### config.mk
export PLATFORM = sky130hd
export DESIGN_NAME = ethernet_arp_ipv4_icmp_rx_classifier
export DESIGN_NICKNAME = d
export VERILOG_FILES = /design/src/hdl/earic_pkg.sv /design/src/hdl/ethernet_arp_ipv4_icmp_rx_classifier.sv /design/src/hdl/earic_parser.sv /design/src/hdl/earic_queue.sv /design/src/hdl/earic_judge.sv
export SDC_FILE = /design/constraint.sdc
export NUM_CORES = 2
export LEC_CHECK = 0
export ABC_AREA = 0
export BUFFER_PORTS_ARGS = -buffer_cell sky130_fd_sc_hd__buf_4
export CAP_MARGIN = 20
export CORE_MARGIN = 2
export CORE_UTILIZATION = 30
export CTS_CLUSTER_DIAMETER = 40
export CTS_CLUSTER_SIZE = 16
export DETAILED_ROUTE_END_ITERATION = 16
export HOLD_SLACK_MARGIN = 0.15
export SLEW_MARGIN = 20
export SYNTH_ARGS = -nofsm -noshare
export SYNTH_HDL_FRONTEND = slang
export SYNTH_SLANG_ARGS = --single-unit
export TNS_END_PERCENT = 5
### constraint.sdc
create_clock -name clk -period 27.5 [get_ports clk]
set_input_delay 5.5 -clock clk [delete_from_list [all_inputs] [get_ports clk]]
set_output_delay 5.5 -clock clk [all_outputs]
set_load 0.02 [all_outputs]
### src/hdl/earic_pkg.sv
// Shared types and constants for the Ethernet ARP/IPv4/ICMP receive classifier.
package earic_pkg;

  localparam int MaxFrameDefault = 1514;
  localparam logic [31:0] HostIpReset = 32'h0A00_020F;
  localparam logic [15:0] EthTypeArp = 16'h0806;
  localparam logic [15:0] EthTypeIpv4 = 16'h0800;

  typedef enum logic [3:0] {
    VERDICT_RUNT       = 4'd0,
    VERDICT_UNKNOWN    = 4'd1,
    VERDICT_ARP_CACHED = 4'd2,
    VERDICT_ARP_REPLY  = 4'd3,
    VERDICT_ARP_IGNORE = 4'd4,
    VERDICT_IP_DROP    = 4'd5,
    VERDICT_ECHO       = 4'd6,
    VERDICT_IP_OTHER   = 4'd7,
    VERDICT_ICMP_BAD   = 4'd8,
    VERDICT_OVERSIZE   = 4'd9
  } verdict_t;

  // Frame summary handed from the parser to the judge
  typedef struct packed {
    logic [13:0] len;
    logic [15:0] ether_type;
    logic [7:0]  ver_ihl;
    logic [15:0] ip_tot_len;
    logic [15:0] frag;
    logic [7:0]  protocol;
    logic [15:0] hdr_sum;
    logic [15:0] icmp_sum;
    logic [39:0] icmp_fields;
    logic [63:0] arp0;
    logic [63:0] arp1;
  } frame_sum_t;

  typedef struct packed {
    logic [3:0]  verdict;
    logic [47:0] peer_mac;
    logic [31:0] peer_ip;
    logic [15:0] echo_id;
    logic [15:0] echo_seq;
  } result_t;

  function automatic logic [15:0] oc_add(input logic [15:0] s, input logic [15:0] w);
    logic [16:0] t;
    logic [16:0] u;
    t = {1'b0, s} + {1'b0, w};
    u = {1'b0, t[15:0]} + {16'd0, t[16]};
    return u[15:0];
  endfunction

endpackage

### src/hdl/ethernet_arp_ipv4_icmp_rx_classifier.sv
// Top level: Ethernet ARP/IPv4/ICMP receive classifier.
// One byte is accepted per cycle, back to back, while the summary queue has room.
// After the last byte is taken its summary passes the parser register, a queue slot
// and the result register; one-byte frames give a verdict a cycle while results drain.
// The input stalls only once four verdicts wait behind a stalled result side.
// Synchronous active-high reset clears the parser, queue, result and ARP cache,
// and restores host_ip to its default of 0x0A00020F.
module ethernet_arp_ipv4_icmp_rx_classifier #(
  parameter int MaxFrame = earic_pkg::MaxFrameDefault
) (
  input  logic         clk,
  input  logic         rst,
  input  logic         cfg_wr_en,
  input  logic [31:0]  cfg_wr_data,
  input  logic         s_axis_tvalid,
  output logic         s_axis_tready,
  input  logic [7:0]   s_axis_tdata,   // frame_byte
  input  logic         s_axis_tlast,   // frame_end
  output logic         m_axis_tvalid,
  input  logic         m_axis_tready,
  output logic [119:0] m_axis_tdata    // verdict, peer_mac, peer_ip, echo_id, echo_seq
);

  logic [31:0] host_ip;
  logic p_valid, p_ready, q_valid, q_ready;
  earic_pkg::frame_sum_t p_data, q_data;
  earic_pkg::result_t res;

  // Hold the host address register
  always_ff @(posedge clk) begin
    if (rst) host_ip <= earic_pkg::HostIpReset;
    else if (cfg_wr_en) host_ip <= cfg_wr_data;
  end

  earic_parser #(.MaxFrame(MaxFrame)) u_parser (
    .clk, .rst, .byte_valid(s_axis_tvalid), .byte_ready(s_axis_tready),
    .frame_byte(s_axis_tdata), .frame_end(s_axis_tlast),
    .sum_valid(p_valid), .sum_ready(p_ready), .sum_data(p_data)
  );

  earic_queue u_queue (
    .clk, .rst, .in_valid(p_valid), .in_ready(p_ready), .in_data(p_data),
    .out_valid(q_valid), .out_ready(q_ready), .out_data(q_data)
  );

  earic_judge #(.MaxFrame(MaxFrame)) u_judge (
    .clk, .rst, .host_ip, .sum_valid(q_valid), .sum_ready(q_ready), .sum_data(q_data),
    .res_valid(m_axis_tvalid), .res_ready(m_axis_tready), .res_data(res)
  );

  assign m_axis_tdata = {4'd0, res.echo_seq, res.echo_id, res.peer_ip, res.peer_mac,
                         res.verdict};

endmodule

### src/hdl/earic_parser.sv
// Front part: byte parser that captures header fields and running sums.
module earic_parser #(
  parameter int MaxFrame = earic_pkg::MaxFrameDefault
) (
  input  logic                   clk,
  input  logic                   rst,
  input  logic                   byte_valid,
  output logic                   byte_ready,
  input  logic [7:0]             frame_byte,
  input  logic                   frame_end,
  output logic                   sum_valid,
  input  logic                   sum_ready,
  output earic_pkg::frame_sum_t  sum_data
);

  earic_pkg::frame_sum_t cur;
  earic_pkg::frame_sum_t cur_next;
  logic [7:0] held_byte;
  logic [7:0] held_byte_next;
  logic take;

  assign byte_ready = !sum_valid || sum_ready;
  assign take = byte_valid && byte_ready;

  // Capture one byte into the running frame summary
  always_comb begin
    logic [13:0] pos;
    logic [13:0] rel;
    logic [13:0] hlen;
    logic [13:0] off;
    logic [15:0] word;
    cur_next = cur;
    held_byte_next = held_byte;
    pos = cur.len;
    rel = pos - 14'd14;
    hlen = 14'd0;
    off = 14'd0;
    word = {held_byte, frame_byte};
    if (pos < 14'(MaxFrame)) begin
      if (pos == 14'd12 || pos == 14'd13) begin
        cur_next.ether_type = {cur.ether_type[7:0], frame_byte};
      end else if (pos >= 14'd14) begin
        if (cur.ether_type == earic_pkg::EthTypeArp) begin
          if (pos >= 14'd20 && pos <= 14'd27)
            cur_next.arp0 = {cur.arp0[55:0], frame_byte};
          else if ((pos >= 14'd28 && pos <= 14'd31) || (pos >= 14'd38 && pos <= 14'd41))
            cur_next.arp1 = {cur.arp1[55:0], frame_byte};
        end else if (cur.ether_type == earic_pkg::EthTypeIpv4) begin
          if (rel == 14'd0) cur_next.ver_ihl = frame_byte;
          else if (rel == 14'd2 || rel == 14'd3)
            cur_next.ip_tot_len = {cur.ip_tot_len[7:0], frame_byte};
          else if (rel == 14'd6 || rel == 14'd7)
            cur_next.frag = {cur.frag[7:0], frame_byte};
          else if (rel == 14'd9) cur_next.protocol = frame_byte;
          hlen = {8'd0, cur_next.ver_ihl[3:0], 2'b00};
          off = rel - hlen;
          if (rel >= hlen && {2'b00, rel} < cur_next.ip_tot_len) begin
            if (off == 14'd0 || (off >= 14'd4 && off <= 14'd7))
              cur_next.icmp_fields = {cur.icmp_fields[31:0], frame_byte};
          end
          if (!rel[0]) begin
            held_byte_next = frame_byte;
            if (rel >= hlen && {2'b00, rel} + 16'd1 == cur_next.ip_tot_len)
              cur_next.icmp_sum = earic_pkg::oc_add(cur.icmp_sum, {frame_byte, 8'd0});
          end else if (rel < hlen) begin
            cur_next.hdr_sum = earic_pkg::oc_add(cur.hdr_sum, word);
          end else if ({2'b00, rel} < cur_next.ip_tot_len) begin
            cur_next.icmp_sum = earic_pkg::oc_add(cur.icmp_sum, word);
          end
        end
      end
    end
    if (pos <= 14'(MaxFrame)) cur_next.len = pos + 14'd1;
  end

  // Advance the summary, hand it over on the last byte
  always_ff @(posedge clk) begin
    if (rst) begin
      cur <= '0;
      held_byte <= '0;
      sum_valid <= 1'b0;
    end else begin
      if (sum_valid && sum_ready) sum_valid <= 1'b0;
      if (take) begin
        if (frame_end) begin
          sum_data <= cur_next;
          sum_valid <= 1'b1;
          cur <= '0;
          held_byte <= '0;
        end else begin
          cur <= cur_next;
          held_byte <= held_byte_next;
        end
      end
    end
  end

  a_len_bound: assert property (@(posedge clk) disable iff (rst)
    cur.len <= 14'(MaxFrame + 1)) else $error("byte count overran");
  a_clear_after_end: assert property (@(posedge clk) disable iff (rst)
    take && frame_end |=> cur.len == 14'd0) else $error("frame state not cleared");
  a_sum_held: assert property (@(posedge clk) disable iff (rst)
    sum_valid && !sum_ready |=> sum_valid && $stable(sum_data)) else $error("summary lost");

endmodule

### src/hdl/earic_queue.sv
// Short queue of frame summaries between parser and judge.
module earic_queue (
  input  logic                  clk,
  input  logic                  rst,
  input  logic                  in_valid,
  output logic                  in_ready,
  input  earic_pkg::frame_sum_t in_data,
  output logic                  out_valid,
  input  logic                  out_ready,
  output earic_pkg::frame_sum_t out_data
);

  earic_pkg::frame_sum_t slot [2];
  logic wr_ptr;
  logic rd_ptr;
  logic [1:0] count;

  assign in_ready = count != 2'd2;
  assign out_valid = count != 2'd0;
  assign out_data = slot[rd_ptr];

  // Push and pop requests
  always_ff @(posedge clk) begin
    if (rst) begin
      wr_ptr <= 1'b0;
      rd_ptr <= 1'b0;
      count <= 2'd0;
    end else begin
      if (in_valid && in_ready) begin
        slot[wr_ptr] <= in_data;
        wr_ptr <= ~wr_ptr;
      end
      if (out_valid && out_ready) rd_ptr <= ~rd_ptr;
      count <= count + 2'(in_valid && in_ready) - 2'(out_valid && out_ready);
    end
  end

  a_count: assert property (@(posedge clk) disable iff (rst)
    count <= 2'd2) else $error("queue count out of range");
  a_full_ptr: assert property (@(posedge clk) disable iff (rst)
    count == 2'd2 || count == 2'd0 |-> wr_ptr == rd_ptr) else $error("pointer mismatch");
  a_nonempty: assert property (@(posedge clk) disable iff (rst)
    count == 2'd1 |-> wr_ptr != rd_ptr) else $error("pointer mismatch");

endmodule

### src/hdl/earic_judge.sv
// Back part: verdict logic, ARP cache update and result register.
module earic_judge #(
  parameter int MaxFrame = earic_pkg::MaxFrameDefault
) (
  input  logic                  clk,
  input  logic                  rst,
  input  logic [31:0]           host_ip,
  input  logic                  sum_valid,
  output logic                  sum_ready,
  input  earic_pkg::frame_sum_t sum_data,
  output logic                  res_valid,
  input  logic                  res_ready,
  output earic_pkg::result_t    res_data
);

  earic_pkg::result_t res;
  logic cache_wr;
  logic [31:0] cache_entry_ip;
  logic [47:0] cache_entry_mac;
  logic cache_entry_valid;
  logic take;

  assign sum_ready = !res_valid || res_ready;
  assign take = sum_valid && sum_ready;

  // Decide the verdict for one frame
  always_comb begin
    logic [15:0] oper;
    logic [47:0] mac;
    logic [31:0] spa;
    logic [31:0] tpa;
    logic [15:0] hlen;
    logic [15:0] tot;
    logic [15:0] len16;
    oper = sum_data.arp0[63:48];
    mac = sum_data.arp0[47:0];
    spa = sum_data.arp1[63:32];
    tpa = sum_data.arp1[31:0];
    hlen = {10'd0, sum_data.ver_ihl[3:0], 2'b00};
    tot = sum_data.ip_tot_len;
    len16 = {2'b00, sum_data.len};
    res = '0;
    cache_wr = 1'b0;
    if (sum_data.len > 14'(MaxFrame)) begin
      res.verdict = earic_pkg::VERDICT_OVERSIZE;
    end else if (sum_data.len < 14'd14) begin
      res.verdict = earic_pkg::VERDICT_RUNT;
    end else if (sum_data.ether_type == earic_pkg::EthTypeArp) begin
      if (sum_data.len < 14'd42 || tpa != host_ip || (oper != 16'd1 && oper != 16'd2)) begin
        res.verdict = earic_pkg::VERDICT_ARP_IGNORE;
      end else begin
        res.peer_mac = mac;
        res.peer_ip = spa;
        if (oper == 16'd2) begin
          res.verdict = earic_pkg::VERDICT_ARP_CACHED;
          cache_wr = 1'b1;
        end else begin
          res.verdict = earic_pkg::VERDICT_ARP_REPLY;
        end
      end
    end else if (sum_data.ether_type == earic_pkg::EthTypeIpv4) begin
      if (sum_data.len < 14'd34 || sum_data.ver_ihl[7:4] != 4'd4 || hlen < 16'd20 ||
          len16 < 16'd14 + hlen || tot < hlen || {1'b0, len16} < 17'd14 + {1'b0, tot} ||
          sum_data.frag[13:0] != 14'd0 || sum_data.hdr_sum != 16'hFFFF) begin
        res.verdict = earic_pkg::VERDICT_IP_DROP;
      end else if (sum_data.protocol != 8'd1) begin
        res.verdict = earic_pkg::VERDICT_IP_OTHER;
      end else if (tot - hlen < 16'd8 || sum_data.icmp_sum != 16'hFFFF) begin
        res.verdict = earic_pkg::VERDICT_ICMP_BAD;
      end else if (sum_data.icmp_fields[39:32] != 8'd0) begin
        res.verdict = earic_pkg::VERDICT_IP_OTHER;
      end else begin
        res.verdict = earic_pkg::VERDICT_ECHO;
        res.echo_id = sum_data.icmp_fields[31:16];
        res.echo_seq = sum_data.icmp_fields[15:0];
      end
    end else begin
      res.verdict = earic_pkg::VERDICT_UNKNOWN;
    end
  end

  // Register the result and refresh the cache
  always_ff @(posedge clk) begin
    if (rst) begin
      res_valid <= 1'b0;
      cache_entry_valid <= 1'b0;
      cache_entry_ip <= '0;
      cache_entry_mac <= '0;
    end else begin
      if (res_valid && res_ready) res_valid <= 1'b0;
      if (take) begin
        res_data <= res;
        res_valid <= 1'b1;
        if (cache_wr) begin
          cache_entry_ip <= res.peer_ip;
          cache_entry_mac <= res.peer_mac;
          cache_entry_valid <= 1'b1;
        end
      end
    end
  end

  a_cache_only_on_reply: assert property (@(posedge clk) disable iff (rst)
    cache_wr |-> res.verdict == earic_pkg::VERDICT_ARP_CACHED) else $error("bad cache write");
  a_res_held: assert property (@(posedge clk) disable iff (rst)
    res_valid && !res_ready |=> res_valid && $stable(res_data)) else $error("result lost");
  a_cache_match: assert property (@(posedge clk) disable iff (rst)
    take && cache_wr |=> cache_entry_valid && cache_entry_ip == res_data.peer_ip &&
    cache_entry_mac == res_data.peer_mac) else $error("cache not refreshed");

endmodule
-- Yosys cells after proc, flatten, opt, wreduce, memory -nomap -nowiden
Memories as Yosys holds them, arrays and structs flattened. A register that Yosys moved wholly into a read port is not among the register bits.
Cells that the tools add are included.
Widths: inputs -> output; s select.
- bits in registers: 718
- memory bits (writable): 556
- bits of input ports: 46
- output and inout port bits: 122
- logic and storage cells: 211
- memories: 1
- $add $sub $neg: 15
- magnitude comparators: 23
- equality and inequality tests: 24
- multiplexer cells: 63
- bitwise operators: 5
- reductions and logical operators: 45
- memories (name ; words ; width ; read ports ; clocked after Yosys merged registers in ; wr ports ; line ; text):
    u_queue.slot ; 2 ; 278 ; 1 ; 1 ; 1 ; earic_queue.sv:13 ; earic_pkg::frame_sum_t slot [2];
- operators with widths (kind ; number):
    $mux 248 ; 2
    $mux 40 ; 8
    $mux 278 ; 1
    $mux 264 ; 1
    $mux 120 ; 2
    $mux 64 ; 3
    $mux 16 ; 9
    $mux 128 ; 1
    $mux 8 ; 15
    $eq 16x12->1 const B ; 4
    $add 16x16->17 ; 3
    $add 16x1->16 ; 3
    $eq 14x4->1 const B ; 3
    $lt 14x16->1 ; 2
    $ne 16x16->1 const B ; 2
    $ne 32x32->1 ; 1
    $eq 14x2->1 const B ; 2
    $eq 14x3->1 const B ; 2
    $ge 14x5->1 const B ; 2
    $le 14x5->1 const B ; 2
    $logic_not 14->1 ; 2
    $lt 14x6->1 const B ; 2
    $mux 4 ; 7
    $mux 24 ; 1
    other kinds (46) ; 95

-- Depth between registers and ports, before layout
- word-level depth: 21
- mapped depth: 25
- depth with buffers taken out: 21

-- Hierarchy
A second synthesis with hierarchy kept.
- cell total of the unflattened synthesis: 3853
- area total of the unflattened synthesis: 54910.2 um^2
- modules (own cells, without submodules) (module ; instances ; cells an instance ; area each (um^2)):
    earic_parser ; 1 ; 2374 ; 26489.2
    earic_queue ; 1 ; 891 ; 21136.5
    earic_judge ; 1 ; 480 ; 6080.8
    ethernet_arp_ipv4_icmp_rx_classifier ; 1 ; 108 ; 1203.7

-- Worst setup path before layout
OpenSTA, ideal clock, no wires.
- path kind: input -> register
- from: input rst
- to: memory u_queue.slot[0][0] (netlist bit) (enable)
- library setup time: 1.250 ns
- arrival time: 24.656 ns
- required time: 26.250 ns
- slack: 1.593 ns
- cell stages on the path: 3
- cells stage by stage: clkbuf_1 -> clkbuf_1 -> nor3_1
- longest elaborated chain between the ends: 2
- ends and longest elaborated chain (item ; line ; text):
    start: declaration ; ethernet_arp_ipv4_icmp_rx_classifier.sv:12 ; input logic rst,
    $mux 1 ; earic_queue.sv:24 ; if (rst) begin
    $mux 1 (implied by the code) ; earic_queue.sv:30 ; slot[wr_ptr] <= in_data;
    end: declaration ; earic_queue.sv:13 ;
No other way between the ends.

==> flow_summary.toml <==
[place]
dp.cells = 6179
dp_hpwl_um = 77000
port_buffers = 163
place_ws_ps = 17580
gp_congestion = 0.868

[logic_synthesis]
synth_flop_cell = "edfxtp_1"
syn-mean-instance-area_sq_um = 13.6
syn_area_sq_um = 52600
yosysMostFrequentCell = "edfxtp_1"
synth_area_leaders = "edfxtp_1, dfxtp_1, mux2_2"
synth_cell_types = 103
yosys.area.top_type = "edfxtp_1"
ys_ff_latch = 1267
yosys-top-cells-count = "edfxtp_1, nor2_1, dfxtp_1"
syn_inst = 3878
ys_seq_area_frac = 0.661
ys_async_sr_fraction = 0
yosysTopAreaCellShare = 0.539
synth-edff-count = 944
yosysWarnings = 0

[critical_path]
critical_path_arrival_ps = 9770
path_class = "input pin to flip-flop"
end_kind = "flip-flop"
critPathRequiredTime_ps = 28110
rr_worst_depth = 20
worst-path-max-fanout = 13
start_kind = "input pin"

[die]
core-area_sq_um = 174000
initial_utilization = 0.302
io_pins = 168
die_h_um = 423
die_w_um = 423
die-area_sq_um = 179000
row_count = 153

[grt]
overflow = 0
grtUsageTotal = 0.134
met3_usage = 0.0176
grt.busiest_layer = "met2"
grt_first_pass_wirelength_um = 188000
met2_usage = 0.226
grt_util_met1 = 0.176
grt_start_max_net_pins = 166
grt_antenna_before_repair = 3
grt_pass1_vias = 31200

[cts]
ctsRootBufferMaster = "clkbuf_16"
hold_buffers = 0
cts_tree = "built"
cts.clk_slew.worst_paths_ps = 70
cts_max_level = 4
cts_buffer_depth = 3
cts_sinks = 1267
numCtsBuffers = 135
cts.repair.resized = 0
insertion_delay_ps = 760
postCtsSetupBuffers = 0

[detailed_routing]
drc = 0
ant_nets = 0
drt_iter0_drc = 2188
viasPerCell = 4.88
first_pass_iters = 6
drt-total-wl_um = 122000
wire_per_inst_um = 19.0
vias = 31400

[timing]
setup_viol = 0
finClkSkew_ps = 30.6
finalMaxSlewViolations = 0
hold_viol = 0
tightestPinTransition_ps = 1110
finalCriticalPeriod_ps = 9150
post-route-period-util = 0.333
fmax_mhz = 109
rsz0062_at_grt = "no"
fin_ws_ps = 18350
fin_tns_setup_ps = 0
hold_ws_ps = 430
slew_headroom = 0.262

[hold_path]
hold_depth = 0
hold_class = "flip-flop to flip-flop"

[final_layout]
antennaDiodeCount = 0
final_cells = 6429
syn_to_final_growth_pct = 15.8
drive_gt1_frac = 0.172
nets = 4138

[power]
pwr_density_cell_nw_per_um2 = 72.6
irDropWorstVdd_v = 0.0000625
leakage_nw = 20.5
power.total_mw = 4.43

[flow_run]
maxCapViolations = 0

[run_status]
status = "completed"
[power by group]
group / switching, mW / leakage, nW / internal, mW
Combinational: 0.271 / 6.96 / 0.153
Clock: 0.805 / 2.23 / 1.03
Sequential: 0.0355 / 11.3 / 2.13
[cell usage in the layout (no fill, tap or decap), drive strengths merged, types with 70 or more instances in the layout]
cell    synthesis  final
nor2          452    452
a22oi         254    254
edfxtp        944    944
ha             96     96
nand2         142    142
dfxtp         323    323
xor2           70     70
clkbuf        185    157
a21oi          85     85
nor3           98     98
inv            52     73
mux2i         210    210
o21ai         105    105
buf            44    202
xnor2          86     86
mux2          234    234
[registers in the layout, summed over array words and instances, names as in the netlist, named ones only]
| register | count |
|---|---|
| host_ip | 32 |
| u_judge.res_data | 116 |
| u_judge.res_valid | 1 |
| u_parser.cur | 276 |
| u_parser.held_byte | 8 |
| u_parser.sum_data | 276 |
| u_parser.sum_valid | 1 |
| u_queue.count | 2 |
| u_queue.rd_ptr | 1 |
| u_queue.slot | 552 |
| u_queue.wr_ptr | 1 |
[logic make-up (layout without fill, tap and decap cells)]
logic type,after synthesis,after routing,share of synthesized area
AO/OA/AOI/OAI,627,627,0.0840
AND/OR/NAND/NOR,998,998,0.0912
buffers and inverters,282,505,0.0214
multiplexers,444,444,0.0900
other,1,4,0.0000712
adder cells (fa/ha/maj),101,101,0.0247
flip-flops,1267,1267,0.661
XOR/XNOR,158,158,0.0272
[path summary, 6_finish.rpt]
check                         startpoint                endpoint  slack, ps
setup reg to reg       u_parser.cur[266]  u_parser.sum_data[183]      19790
hold / removal    u_parser.sum_data[183]    u_queue.slot[1][183]        430
hold reg to reg   u_parser.sum_data[183]    u_queue.slot[1][183]        430
setup / recovery         s_axis_tdata[0]       u_parser.cur[194]      18350
[layout make-up]
cell class	count	area [sq um]
tap	2325	2910
timing repair buffer	202	1570
clock buffer	157	3620
clock inverter	93	1060
multi-input combinational	2332	16800
inverter	53	199
sequential	1267	34800
fill	16600	113000
[metrics by stage]
| step | instance area [sq um] | utilization |
|---|---|---|
| CTS | 61000 | 0.350 |
| detailed placement | 56300 | 0.323 |
| floorplan | 52600 | - |
| global placement | 56300 | 0.323 |
| finish | 61000 | 0.350 |
| global route | 61000 | 0.350 |
[layer usage]
| metal | vias to the layer above | wire, um |
|---|---|---|
| met5 | - | 0 |
| met4 | 0 | 3480 |
| met3 | 207 | 4980 |
| met2 | 712 | 59700 |
| met1 | 15600 | 54300 |
| li1 | 14900 | - |
[critical path: stages]
cell and delay [ps]:
buf_4 230, ha_1 280, fa_1 400, a21o_1 180
a21oi_1 210, o21bai_1 110, a31o_2 280, a221o_1 350
o31a_1 280, o31a_1 250, o21ai_0 140, nand2b_1 110
ha_1 220, ha_1 220, nand2_1 70, nor2_1 50
and4b_1 230, nand3_1 120, xor2_1 140, o21ai_0 110
a22oi_1 180, nor2_1 60
Note: power is estimated with default switching activity, not from simulation.
